File: src/design/spi_master_shifter_top_defines.svh
// ----------------------------------------------------------------------------
// SPI master shifter assertion macros
// Concurrent assertion helpers shared by the shifter modules.
// ----------------------------------------------------------------------------
`ifndef SPI_MASTER_SHIFTER_TOP_DEFINES_SVH
`define SPI_MASTER_SHIFTER_TOP_DEFINES_SVH

`ifndef SYNTH

// Plain property checked on every clock edge outside reset.
`define SPIMS_ASSERT(label, prop) \
  label: assert property (@(posedge clk_i) disable iff (!rst_ni) (prop)) \
    else $error("spims assertion failed");

// Same-cycle implication.
`define SPIMS_ASSERT_IMPL(label, ante, cons) \
  label: assert property (@(posedge clk_i) disable iff (!rst_ni) (ante) |-> (cons)) \
    else $error("spims implication failed");

// Next-cycle implication.
`define SPIMS_ASSERT_NEXT(label, ante, cons) \
  label: assert property (@(posedge clk_i) disable iff (!rst_ni) (ante) |=> (cons)) \
    else $error("spims next-cycle implication failed");

`else

`define SPIMS_ASSERT(label, prop)
`define SPIMS_ASSERT_IMPL(label, ante, cons)
`define SPIMS_ASSERT_NEXT(label, ante, cons)

`endif

`endif

File: src/design/spims_pkg.sv
// ----------------------------------------------------------------------------
// SPI master shifter package
// Types and constants shared by the shifter modules.
// ----------------------------------------------------------------------------
package spims_pkg;

  // Fixed widths of the transfer fields.
  localparam int unsigned WordW     = 32;
  localparam int unsigned BitsW     = 6;
  localparam int unsigned HalfW     = 16;
  localparam int unsigned CfgAddrW  = 3;
  localparam int unsigned CfgDataW  = 16;

  // Defaults for the top-level parameters.
  localparam int unsigned MaxBitsDefault  = 32;
  localparam int unsigned DivWidthDefault = 16;

  // Register reset values.
  localparam logic [BitsW-1:0] WordBitsReset = BitsW'(8);
  localparam logic [HalfW-1:0] HalfReset     = HalfW'(1);

  typedef enum logic [CfgAddrW-1:0] {
    REG_CPOL      = 3'd0,
    REG_CPHA      = 3'd1,
    REG_LSB_FIRST = 3'd2,
    REG_WORD_BITS = 3'd3,
    REG_HALF      = 3'd4
  } spims_reg_e;

  typedef struct packed {
    logic             func;
    logic [WordW-1:0] tx_word;
    logic             miso_level;
  } spims_in_t;

  typedef struct packed {
    logic             sck_level;
    logic             mosi_level;
    logic             busy_res;
    logic             done_res;
    logic [WordW-1:0] rx_word;
  } spims_out_t;

  // Raw register contents handed to the engine.
  typedef struct packed {
    logic             cpol;
    logic             cpha;
    logic             lsb_first;
    logic [BitsW-1:0] word_bits;
    logic [HalfW-1:0] half_period;
  } spims_cfg_t;

endpackage

File: src/design/spims_cfg.sv
// ----------------------------------------------------------------------------
// SPI master shifter configuration registers
// Decodes the write port into the mode, length and divider registers.
// ----------------------------------------------------------------------------
module spims_cfg
  import spims_pkg::*;
(
  input  logic                clk_i,
  input  logic                rst_ni,
  input  logic                cfg_we_i,
  input  logic [CfgAddrW-1:0] cfg_idx_i,
  input  logic [CfgDataW-1:0] cfg_data_i,
  output spims_cfg_t          cfg_o
);

  spims_cfg_t cfg_q, cfg_d;

  always_comb begin
    cfg_d = cfg_q;
    if (cfg_we_i) begin
      case (spims_reg_e'(cfg_idx_i))
        REG_CPOL:      cfg_d.cpol        = cfg_data_i[0];
        REG_CPHA:      cfg_d.cpha        = cfg_data_i[0];
        REG_LSB_FIRST: cfg_d.lsb_first   = cfg_data_i[0];
        REG_WORD_BITS: cfg_d.word_bits   = cfg_data_i[BitsW-1:0];
        REG_HALF:      cfg_d.half_period = cfg_data_i[HalfW-1:0];
        default:       cfg_d = cfg_q;
      endcase
    end
  end

  always_ff @(posedge clk_i or negedge rst_ni) begin
    if (!rst_ni) begin
      cfg_q.cpol        <= 1'b0;
      cfg_q.cpha        <= 1'b0;
      cfg_q.lsb_first   <= 1'b0;
      cfg_q.word_bits   <= WordBitsReset;
      cfg_q.half_period <= HalfReset;
    end else begin
      cfg_q <= cfg_d;
    end
  end

  assign cfg_o = cfg_q;

endmodule

File: src/design/spims_engine.sv
// ----------------------------------------------------------------------------
// SPI master shifter engine
// Advances the serial clock, shift registers and counters by one tick.
// ----------------------------------------------------------------------------
`include "spi_master_shifter_top_defines.svh"

module spims_engine
  import spims_pkg::*;
#(
  parameter int unsigned MAX_BITS  = MaxBitsDefault,
  parameter int unsigned DIV_WIDTH = DivWidthDefault
) (
  input  logic       clk_i,
  input  logic       rst_ni,
  input  spims_cfg_t cfg_i,
  input  logic       fire_i,
  input  spims_in_t  item_i,
  output spims_out_t res_o
);

  localparam int unsigned BitLim = (MAX_BITS < WordW) ? MAX_BITS : WordW;
  localparam int unsigned BcW    = $clog2(BitLim + 1);
  localparam int unsigned HcW    = (DIV_WIDTH > HalfW) ? DIV_WIDTH : HalfW;

  logic [WordW-1:0]     tx_q, tx_d, rx_q, rx_d;
  logic [BcW-1:0]       bc_q, bc_d, bc_inc;
  logic [DIV_WIDTH-1:0] tick_q, tick_d;
  logic                 sh_q, sh_d, sck_q, sck_d, active_q, active_d;

  logic [BitsW-1:0]     n_bits, idx;
  logic [WordW-1:0]     mask;
  logic [HcW-1:0]       half_ext, half_top, half_eff;
  logic                 half_end, done, mosi, lead_level;
  logic [WordW-1:0]     rx_out;

  // Effective word length and divider, clamped to the supported range.
  always_comb begin
    if (cfg_i.word_bits == '0) begin
      n_bits = BitsW'(1);
    end else if (cfg_i.word_bits > BitsW'(BitLim)) begin
      n_bits = BitsW'(BitLim);
    end else begin
      n_bits = cfg_i.word_bits;
    end
    mask     = {WordW{1'b1}} >> (BitsW'(WordW) - n_bits);
    half_ext = HcW'(cfg_i.half_period);
    half_top = HcW'({DIV_WIDTH{1'b1}});
    if (half_ext == '0) begin
      half_eff = HcW'(1);
    end else if (half_ext > half_top) begin
      half_eff = half_top;
    end else begin
      half_eff = half_ext;
    end
  end

  assign half_end   = ((HcW + 1)'(tick_q) + (HcW + 1)'(1)) >= (HcW + 1)'(half_eff);
  assign bc_inc     = bc_q + BcW'(1);
  assign lead_level = cfg_i.cpha ? ~cfg_i.cpol : cfg_i.cpol;

  always_comb begin
    tx_d     = tx_q;
    rx_d     = rx_q;
    bc_d     = bc_q;
    tick_d   = tick_q;
    sh_d     = sh_q;
    sck_d    = sck_q;
    active_d = active_q;
    done     = 1'b0;
    rx_out   = '0;
    if (fire_i) begin
      if (active_q) begin
        if (half_end) begin
          tick_d = '0;
          if (!sh_q) begin
            // Capture edge: toggle the clock and shift MISO in.
            sck_d = ~sck_q;
            if (cfg_i.lsb_first) begin
              rx_d = (rx_q >> 1) | (WordW'(item_i.miso_level) << (n_bits - BitsW'(1)));
            end else begin
              rx_d = ((rx_q << 1) | WordW'(item_i.miso_level)) & mask;
            end
            sh_d = 1'b1;
          end else begin
            sh_d = 1'b0;
            if (BitsW'(bc_inc) >= n_bits) begin
              active_d = 1'b0;
              done     = 1'b1;
              rx_out   = rx_q & mask;
              sck_d    = cfg_i.cpol;
              bc_d     = '0;
            end else begin
              bc_d  = bc_inc;
              sck_d = lead_level;
            end
          end
        end else begin
          tick_d = tick_q + DIV_WIDTH'(1);
        end
      end else if (item_i.func) begin
        tx_d     = item_i.tx_word & mask;
        rx_d     = '0;
        bc_d     = '0;
        tick_d   = '0;
        sh_d     = 1'b0;
        active_d = 1'b1;
        sck_d    = lead_level;
      end
    end
  end

  // MOSI reflects the bit that is being driven after this tick.
  always_comb begin
    idx  = cfg_i.lsb_first ? BitsW'(bc_d) : (n_bits - BitsW'(1) - BitsW'(bc_d));
    mosi = 1'b0;
    if (active_d && (BitsW'(bc_d) < n_bits)) begin
      mosi = tx_d[idx[4:0]];
    end
  end

  assign res_o.sck_level  = active_d ? sck_d : cfg_i.cpol;
  assign res_o.mosi_level = mosi;
  assign res_o.busy_res   = active_d;
  assign res_o.done_res   = done;
  assign res_o.rx_word    = rx_out;

  always_ff @(posedge clk_i or negedge rst_ni) begin
    if (!rst_ni) begin
      tx_q     <= '0;
      rx_q     <= '0;
      bc_q     <= '0;
      tick_q   <= '0;
      sh_q     <= 1'b0;
      sck_q    <= 1'b0;
      active_q <= 1'b0;
    end else begin
      tx_q     <= tx_d;
      rx_q     <= rx_d;
      bc_q     <= bc_d;
      tick_q   <= tick_d;
      sh_q     <= sh_d;
      sck_q    <= sck_d;
      active_q <= active_d;
    end
  end

  // Idle engine keeps its counters cleared so the next start is clean.
  `SPIMS_ASSERT_IMPL(a_idle_clear, !active_q, (bc_q == '0) && (tick_q == '0) && !sh_q)
  `SPIMS_ASSERT_NEXT(a_done_idle, fire_i && done, !active_q)
  `SPIMS_ASSERT_NEXT(a_start_busy, fire_i && !active_q && item_i.func, active_q && !sh_q)

endmodule

File: src/design/spims_skid.sv
// ----------------------------------------------------------------------------
// SPI master shifter result buffer
// Output register with a skid entry so a new transfer is taken while a
// result waits.
// ----------------------------------------------------------------------------
`include "spi_master_shifter_top_defines.svh"

module spims_skid
  import spims_pkg::*;
(
  input  logic       clk_i,
  input  logic       rst_ni,
  input  logic       push_i,
  input  spims_out_t data_i,
  output logic       full_o,
  output logic       out_valid_o,
  input  logic       out_stall_i,
  output spims_out_t out_data_o
);

  spims_out_t main_q, main_d, skid_q, skid_d;
  logic       main_vld_q, main_vld_d, skid_vld_q, skid_vld_d, pop;

  assign pop = main_vld_q && !out_stall_i;

  always_comb begin
    main_d     = main_q;
    skid_d     = skid_q;
    main_vld_d = main_vld_q;
    skid_vld_d = skid_vld_q;
    if (push_i) begin
      // A push only happens while the skid entry is empty.
      if (!main_vld_q || pop) begin
        main_d     = data_i;
        main_vld_d = 1'b1;
      end else begin
        skid_d     = data_i;
        skid_vld_d = 1'b1;
      end
    end else if (pop) begin
      if (skid_vld_q) begin
        main_d     = skid_q;
        skid_vld_d = 1'b0;
      end else begin
        main_vld_d = 1'b0;
      end
    end
  end

  always_ff @(posedge clk_i or negedge rst_ni) begin
    if (!rst_ni) begin
      main_vld_q <= 1'b0;
      skid_vld_q <= 1'b0;
    end else begin
      main_vld_q <= main_vld_d;
      skid_vld_q <= skid_vld_d;
    end
  end

  always_ff @(posedge clk_i) begin
    main_q <= main_d;
    skid_q <= skid_d;
  end

  assign full_o      = skid_vld_q;
  assign out_valid_o = main_vld_q;
  assign out_data_o  = main_q;

  `SPIMS_ASSERT(a_skid_behind_main, !skid_vld_q || main_vld_q)

endmodule

File: src/design/spi_master_shifter_top.sv
// A result is registered into the output buffer when its tick transfer is accepted.
// Throughput: one tick transfer per cycle while not stalled; the engine state
// updates in the accepting cycle and the result goes into a two-entry output
// buffer. Input stall rises only when both buffer entries hold unread results.
// Reset (rst_ni low, asynchronous) idles the engine and loads the default
// registers: mode 0, MSB first, 8-bit words, half period of one tick.
// ----------------------------------------------------------------------------
// SPI master shifter top level
// SPI master shift engine with configurable mode, bit order and word length.
// ----------------------------------------------------------------------------
module spi_master_shifter_top
  import spims_pkg::*;
#(
  parameter int unsigned MAX_BITS  = MaxBitsDefault,
  parameter int unsigned DIV_WIDTH = DivWidthDefault
) (
  input  logic                clk_i,
  input  logic                rst_ni,
  input  logic                cfg_we_i,
  input  logic [CfgAddrW-1:0] cfg_idx_i,
  input  logic [CfgDataW-1:0] cfg_data_i,
  input  logic                in_valid_i,
  output logic                in_stall_o,
  input  spims_in_t           in_data_i,
  output logic                out_valid_o,
  input  logic                out_stall_i,
  output spims_out_t          out_data_o
);

  spims_cfg_t cfg;
  spims_out_t res;
  logic       fire, full;

  assign in_stall_o = full;
  assign fire       = in_valid_i && !full;

  spims_cfg u_cfg (
    .clk_i      (clk_i),
    .rst_ni     (rst_ni),
    .cfg_we_i   (cfg_we_i),
    .cfg_idx_i  (cfg_idx_i),
    .cfg_data_i (cfg_data_i),
    .cfg_o      (cfg)
  );

  spims_engine #(
    .MAX_BITS  (MAX_BITS),
    .DIV_WIDTH (DIV_WIDTH)
  ) u_engine (
    .clk_i  (clk_i),
    .rst_ni (rst_ni),
    .cfg_i  (cfg),
    .fire_i (fire),
    .item_i (in_data_i),
    .res_o  (res)
  );

  spims_skid u_skid (
    .clk_i       (clk_i),
    .rst_ni      (rst_ni),
    .push_i      (fire),
    .data_i      (res),
    .full_o      (full),
    .out_valid_o (out_valid_o),
    .out_stall_i (out_stall_i),
    .out_data_o  (out_data_o)
  );

endmodule

File: config.mk
export PLATFORM = sky130hd
export DESIGN_NAME = spi_master_shifter_top
export DESIGN_NICKNAME = d
export VERILOG_FILES = /design/src/design/spims_pkg.sv /design/src/design/spims_cfg.sv /design/src/design/spims_engine.sv /design/src/design/spims_skid.sv /design/src/design/spi_master_shifter_top.sv
export VERILOG_INCLUDE_DIRS = /design/src /design/src/design
export SDC_FILE = /design/constraint.sdc
export NUM_CORES = 1
export LEC_CHECK = 0
export BUFFER_PORTS_ARGS = -buffer_cell sky130_fd_sc_hd__buf_2
export CAP_MARGIN = 30
export CORE_ASPECT_RATIO = 1.25
export CORE_MARGIN = 2
export CORE_UTILIZATION = 45
export DETAILED_ROUTE_END_ITERATION = 16
export GPL_TIMING_DRIVEN = 0
export SYNTH_ARGS = -nofsm -noshare
export SYNTH_HDL_FRONTEND = slang
export SYNTH_HIERARCHICAL = 1
export SYNTH_SLANG_ARGS = --single-unit
File: constraint.sdc
create_clock -name clk_i -period 7.63 [get_ports clk_i]
set_input_delay 1.1445 -clock clk_i [delete_from_list [all_inputs] [get_ports clk_i]]
set_output_delay 1.1445 -clock clk_i [all_outputs]
set_load 0.05 [all_outputs]
Yosys cells after proc, flatten, opt, wreduce, memory -nomap -nowiden --
Index checks and enable logic that the tools add are counted. W data, S select, Z words.
Operators by class: add/subtract/negate cells 6, multiply operators 0, divide/modulo/power cells 0, magnitude comparators 6, equal/unequal tests 9, shift operators 2, muxes and demuxes 62, bitwise logic cells 8, reductions and logical operators 25
Operators with widths (count):
- $mux W32 | 12
- $mux W36 | 4
- $and A32 B32 Y32 | 3
- $mux W16 | 5
- $mux W6 | 8
- $or A31 B32 Y32 | 1
- $or A32 B1 Y32 | 1
- $shl A1 B6 Y32 | 1
- $shr A32 B6 Y32 const A | 1
- $mux W1 | 31
- $add A16 B1 Y17 const B | 1
- $ge A17 B16 Y1 | 1
- $add A16 B1 Y16 const B | 1
- $gt A16 B16 Y1 const B | 1
- $logic_not A16 Y1 | 1
- $reduce_and A2 Y1 | 8
- $reduce_and A3 Y1 | 3
- $ne A2 B2 Y1 const B | 4
- $add A6 B1 Y6 const B | 1
- $eq A3 B2 Y1 const B | 2
- $ge A6 B6 Y1 | 1
- $gt A6 B6 Y1 const B | 1
- $logic_not A6 Y1 | 1
- $lt A5 B6 Y1 const B | 1
- other kinds (16) | 24
Word-level totals: register bits after elaboration 188, latch bits 0, memory bits (writable) 0, ROM bits 0, word-level logic and storage cells 142, memories 0

Longest topological paths before layout --
Gate-level depths: netlist of run 1.
word-level depth 16, mapped depth 30, mapped depth without buffers 25

Cells and area by module --
Netlist of run 1, hierarchy kept.
Modules (own cells, without submodules):
- spims_engine | times used 1, cells an instance 770, area each 6486.2 um^2, seq. area each 2227.1 um^2
- spims_skid | times used 1, cells an instance 123, area each 2730.1 um^2, seq. area each 2212.1 um^2
- spims_cfg | times used 1, cells an instance 57, area each 1019.7 um^2, seq. area each 628.1 um^2
- spi_master_shifter_top | times used 1, cells an instance 1, area each 13.8 um^2, seq. area each 0.0 um^2

Worst setup path before layout of run 1 --
No wires, ideal clock.
path kind register to register, start point reg u_engine.tick_q[2], end point reg u_skid.main_q (netlist bit u_skid/out_data_o[34]), data pin, setup time 0.260 ns, arrival 5.813 ns, slack 1.557 ns, stages on the path, launching flop included 31, path buffers 5, clock period less this slack 6.073 ns, cell sequence dfrtp_1 > and4_1 > and4_1 > and3_1 > clkbuf_1 > nand3_1 > nor2_1 > xor2_1 > ha_1 > nand3_1 > nor3_1 > a221oi_1 > a41oi_4 > buf_6 > and3_2 > mux2_2 > ha_1 > inv_1 > fa_1 > inv_1 > o21ai_0 > a41oi_4 > and2_4 > buf_6 > buf_8 > mux2i_1 > o22ai_1 > nor4b_2 > nor4_2 > buf_4 > mux2_2
RTL lines:
- from (decl) | RTL line spims_engine.sv:27 | logic [DIV_WIDTH-1:0] tick_q, tick_d;
- from (signal assigned) | RTL line spims_engine.sv:140 | tick_q <= tick_d;
- to (signal assigned) | RTL line spims_skid.sv:61 | main_q <= main_d;
- to (decl) | RTL line spims_skid.sv:21 | spims_out_t main_q, main_d, skid_q, skid_d;

==> reports/metrics.csv, run 1 <==
metric;value;unit
Async S/R FF share, synth;61.70;%
P_leak;0.005232;uW
Final nets;1164;
Post-Synthesis Cells;951;
wirelength, routed;26.18;mm
Setup Fix Bufs, Post-CTS;0;
Max VDD drop;160.1;uV
Slew HR;40.86;%
Max Cap Viol;0;
Max Root-Sink Buffers;2;
Post-synth EDFFs;72;
met1 Use GR;26.57;%
status;finished, final reports clean;
launch point of the critical path;u_engine/tick_q[2];
IO Port Bufs;95;
num ports;96;
max-slew violations;0;
hold crit path type;reg2reg;
Syn Area/Cell;10.78;um^2
Post-Place Setup Slack;609.4;ps
Hold-fix buffers, CTS;0;
Critical Path AT;7390;ps
Achievable Freq;138.9;MHz
GR Util All Layers;21.89;%
leading cell type in the layout, fill and taps excluded;nand2_1;
Seq/Total Area, Yosys;49.44;%
remaining global-route overflow;0;
CP peak stage delay;520;ps
post_cts resized;0;
power per cell area;312.6;nW/um^2
Area Growth Syn to Fin;14.73;%
mapped cell area;10250;um^2
prevailing post-synth register cell;dfrtp_1;
initial drt markers;541;
Storage cell area;5067;um^2
synth unique cells;73;
global-route wire length before repair;41.48;mm
Clock Skew;12.33;ps
min-delay src;u_engine/tx_q[21];
YS warnings;6;
clk root buf;clkbuf_16;
wire per inst;19.21;um
synthesized net count;1048;
Die Area;24010;um^2
Vias/cell;5.712;
top cell type's share of synthesized area;27.83;%
die width;139.0;um
critical-path maximum fanout;10;
RSZ-0062 raised after global routing;false;
Req. time, crit path;7820;ps
global routing's busiest layer;met2;
Final Hold Vio Count;0;
min cycle time layout;7198;ps
top post-synthesis cells by area;dfrtp_1 28%, edfxtp_1 21%, mux2_2 5.1%;
gpl congestion;0.8946;
drt first pass iters;5;
H-tree levels;4;
post-route ant nets;0;
Crit. End Element;register;
Initial Util;45.99;%
#FFs+latches synth;188;
Crit Path Category;reg2reg;
worst setup margin;432.2;ps
number of diodes;0;
post-layout util;52.77;%
TritonCTS sink count;188;
crit share post-route;94.34;%
Worst-Margin Slew;877.8;ps
CP max-delay cell;a221oi_1;
vias in the first global route;7665;
GRT met2 Usage;38.07;%
setup tns final;0;ps
hpwl dp;19.61;mm
vias;7785;
Worst-Skew Late Latency;440;ps
multi-input logic area;4781;um^2
final setup vio count;0;
share of cells above drive strength 1;21.02;%
Core Rows;61;
die height;172.7;um
# DRC;0;
GR Util met3;3.129;%
initial antenna violation count;1;
Hold WS;495.3;ps
Layout fillers;2071;
Reg2Reg Setup Slack;430;ps
RR Startpoint;u_engine/tick_q[2];
TritonCTS clock tree;done;
largest net degree at the start of global routing;88;
most frequent cells in the layout;125 x nand2_1, 114 x dfrtp_1, 98 x buf_2;
cts bufs inserted;17;
register clock-pin slew on the reported worst setup and hold paths;70;ps
cell taking the most area after synthesis;dfrtp_1;
Startpoint Class;register;
core area;22290;um^2
==> worst max-delay path: cells and delay by family (launching register included) <==
family	cells	cell delay, ps
compound gates	5	1370
flops	1	450
mux	3	810
fa+ha+maj	3	900
buf+inv	7	1040
simple gates	11	2100
xor+xnor	1	270
==> state kept, by name, indices dropped and copies added (netlist names) <==
name	cells
u_skid/out_data_o	36
u_skid/skid_q	36
u_engine/rx_q	32
u_engine/tx_q	32
u_cfg/cfg_o	25
u_engine/tick_q	16
u_engine/bc_q	6
u_engine/active_q	1
u_engine/sck_q	1
u_engine/sh_q	1
u_skid/full_o	1
u_skid/out_valid_o	1
==> cells in the mapped netlist (5+ instances only) <==
cell type / n
nand3_1: 25
o21ai_0: 84
buf_6: 7
nand4_1: 5
mux2_4: 17
a22o_1: 46
a21o_1: 9
ha_1: 38
dfrtp_1: 114
a21oi_1: 38
and2_1: 5
buf_4: 5
nor2b_1: 6
mux2_2: 46
nand2b_1: 12
xor2_1: 11
nor3_1: 13
inv_1: 36
and3_1: 39
o31ai_1: 5
nor2_1: 38
nor4_1: 5
mux2i_1: 27
edfxtp_1: 72
clkbuf_1: 32
xnor2_1: 13
nand2_1: 125
==> logic make-up (layout without fill, tap and decap cells) <==
family | Yosys count | in the layout | share of synthesized area (%)
and+or+nand+nor | 297 | 297 | 14.49
AOI/OAI and AO/OA | 225 | 225 | 14.86
DFF | 188 | 188 | 49.44
buffers and inverters | 87 | 216 | 4.041
adders and majority gates | 39 | 39 | 4.834
muxes | 91 | 91 | 10.29
xor gates and xnor gates | 24 | 24 | 2.051
==> worst paths after layout <==
check                                        endpoint  depth (start not counted)
worst min register to register      u_engine/tx_q[21]                          2
worst max register to register  u_skid/out_data_o[34]                         30
min in group asynchronous             u_cfg/cfg_o[11]                          1
max in group asynchronous           u_engine/tx_q[25]                          2
worst min-delay path                u_engine/tx_q[21]                          2
worst max-delay path            u_skid/out_data_o[34]                         30
==> power breakdown <==
part           internal, uW  total, uW  switching [uW]
registers              1270       1350            86.7
logic                   440       1400             956
clock network           530        927             396
==> routing by layer <==
| metal | vias to the layer above | part of all wire [%] |
|---|---|---|
| li1 | 3705 | - |
| met1 | 3801 | 41 |
| met2 | 215 | 51 |
| met3 | 62 | 3.7 |
| met4 | 2 | 4.2 |
| met5 | - | 0.050 |
==> final cells by class <==
class	instances	area share (%)
buffer	51	2.373
clock buffer	21	3.830
multi-input combinational	676	40.65
clock inverter	11	1.330
sequential	188	43.09
inverter	36	1.149
timing repair buffer	97	4.564
tap	283	3.011
==> stage by stage <==
| step | instances | instance area, um^2 | total power [uW] |
|---|---|---|---|
| 2_1_floorplan | 951 | 10250 | 2354 |
| 3_3_place_gp | 1329 | 11080 | 2731 |
| 5_1_grt | 1363 | 11760 | 3863 |
| 6_report | 1363 | 11760 | 3676 |
| 4_1_cts | 1363 | 11760 | 3699 |
| 3_5_place_dp | 1331 | 11150 | 2763 |
Note: power is estimated with default switching activity, not from simulation.
==> run 2: changes to the inputs <==
--- a/config.mk
+++ b/config.mk
@@ -10,9 +10,9 @@
 export CAP_MARGIN = 30
 export CORE_ASPECT_RATIO = 1.25
 export CORE_MARGIN = 2
-export CORE_UTILIZATION = 45
+export CORE_UTILIZATION = 55
 export DETAILED_ROUTE_END_ITERATION = 16
-export GPL_TIMING_DRIVEN = 0
+export PLACE_DENSITY = 0.75
 export SYNTH_ARGS = -nofsm -noshare
 export SYNTH_HDL_FRONTEND = slang
 export SYNTH_HIERARCHICAL = 1
==> run 2 against run 1 <==
  * First-iteration DRC count rose by 28%
  * Via count fell by 0.91%
  * Utilization rose by 11 points
  * Sequential power barely moved
  * Sequential share of layout area rose by 0.92 points
  * Power fell by 1.8%
  * Worst setup slack improved by 750 ps
  * Critical path depth fell by 5
  * Non-clock buffer count fell by 40
  * Clock power fell by 2%
  * Global-route usage rose by 3.2 points
  * Die area fell by 18%
  * Largest cell class unchanged
  * Highest routed layer is now met4
==> reports/metrics.csv, run 2 (synthesis gave the netlist of run 1 again) <==
metric;value;unit
TritonCTS sink count;188;
gpl congestion;0.9610;
Setup Fix Bufs, Post-CTS;0;
hpwl dp;17.77;mm
register clock-pin slew on the reported worst setup and hold paths;70;ps
status;finished, final reports clean;
RSZ-0062 raised after global routing;false;
initial drt markers;693;
Max Root-Sink Buffers;2;
remaining global-route overflow;0;
Initial Util;56.42;%
# DRC;0;
placed cell areas;10880;um^2
Max VDD drop;210.6;uV
Crit Path Category;reg2reg;
min cycle time layout;6449;ps
CP peak stage delay;500;ps
leading cell type in the layout, fill and taps excluded;nand2_1;
most frequent cells in the layout;125 x nand2_1, 113 x dfrtp_1, 94 x buf_2;
IO Port Bufs;95;
power per cell area;313.6;nW/um^2
num ports;96;
setup tns final;0;ps
post-layout util;63.39;%
H-tree levels;4;
clk root buf;clkbuf_16;
Worst-Margin Slew;1079;ps
Core Rows;55;
Final Hold Vio Count;0;
final setup vio count;0;
Slew HR;27.96;%
number of diodes;0;
Layout fillers;1496;
CP max-delay cell;a221oi_1;
max-slew violations;0;
global-route wire length before repair;38.80;mm
vias in the first global route;7327;
post-route ant nets;0;
worst setup margin;1181;ps
Final nets;1124;
hold crit path type;reg2reg;
wirelength, routed;24.61;mm
core area;18170;um^2
Worst-Skew Late Latency;450;ps
Vias/cell;6.084;
Achievable Freq;155.1;MHz
initial antenna violation count;0;
Hold-fix buffers, CTS;0;
Area Growth Syn to Fin;12.35;%
Final Instance Area;11520;um^2
die width;126.1;um
Startpoint Class;register;
die height;156.6;um
drt first pass iters;5;
Req. time, crit path;7820;ps
wire per inst;19.41;um
Clock Skew;13.73;ps
Post-Place Setup Slack;1242;ps
# placed instances;1235;
cts bufs inserted;17;
TritonCTS clock tree;done;
GR Util All Layers;25.13;%
critical-path maximum fanout;14;
vias;7714;
Crit. End Element;register;
largest net degree at the start of global routing;71;
P_leak;0.005154;uW
Die Area;19750;um^2
post_cts resized;0;
share of cells above drive strength 1;21.73;%
crit share post-route;84.52;%
Critical Path AT;6640;ps
fin cells;1268;
Max Cap Viol;0;
-- run 2: critical path, delay by kind of cell, from the launching register on --
kind,cells,cell delay (ps)
AND/OR/NAND/NOR,11,2370
AO/OA/AOI/OAI,5,1300
adder cells (fa/ha/maj),3,880
multiplexers,3,810
flip-flops,1,430
XOR/XNOR,1,230
buffers and inverters,2,140
-- run 2: per-layer routing --
metal	global-route usage, %	routed length (um)	up-vias
met5	0	0	-
met4	11.20	857	0
met3	3.966	1520	60
met2	42.86	12490	283
met1	31.71	9736	3755
li1	-	-	3616
-- run 2: worst paths after layout --
path | from | end | slack [ps] | cells after the start
max | u_engine/tick_q[3] | u_skid/out_data_o[34] | 1180 | 25
min in group asynchronous | rst_ni | u_cfg/cfg_o[11] | 700 | 1
min reg2reg | u_engine/tx_q[25] | u_engine/tx_q[25] | 500 | 2
max in group asynchronous | rst_ni | u_engine/tx_q[31] | 6010 | 3
max reg2reg | u_engine/tick_q[3] | u_skid/out_data_o[34] | 1180 | 25
min | u_engine/tx_q[25] | u_engine/tx_q[25] | 500 | 2
-- run 2: cell type report --
cell class	instances	area, um^2	share of cell area [%]
Clock buffer	17	425.4	3.694
Sequential cell	188	5069	44.01
Timing Repair Buffer	108	631.9	5.487
Multi-Input combinational cell	676	4790	41.59
Clock inverter	15	180.2	1.565
Tap cell	228	285.3	2.477
Inverter	36	135.1	1.173
-- run 2: metrics by stage --
stage | total power (uW) | hold slack [ps]
4_1_cts | 3616 | 501.0
5_1_grt | 3785 | 523.4
3_3_place_gp | 2661 | 474.7
3_5_place_dp | 2706 | 482.0
6_report | 3611 | 496.9
2_1_floorplan | 2354 | 456.3
-- run 2: where the power goes --
group          switching [uW]  internal, uW
Sequential               89.8          1270
Combinational             931           412
Clock                     417           494
Total                    1440          2170
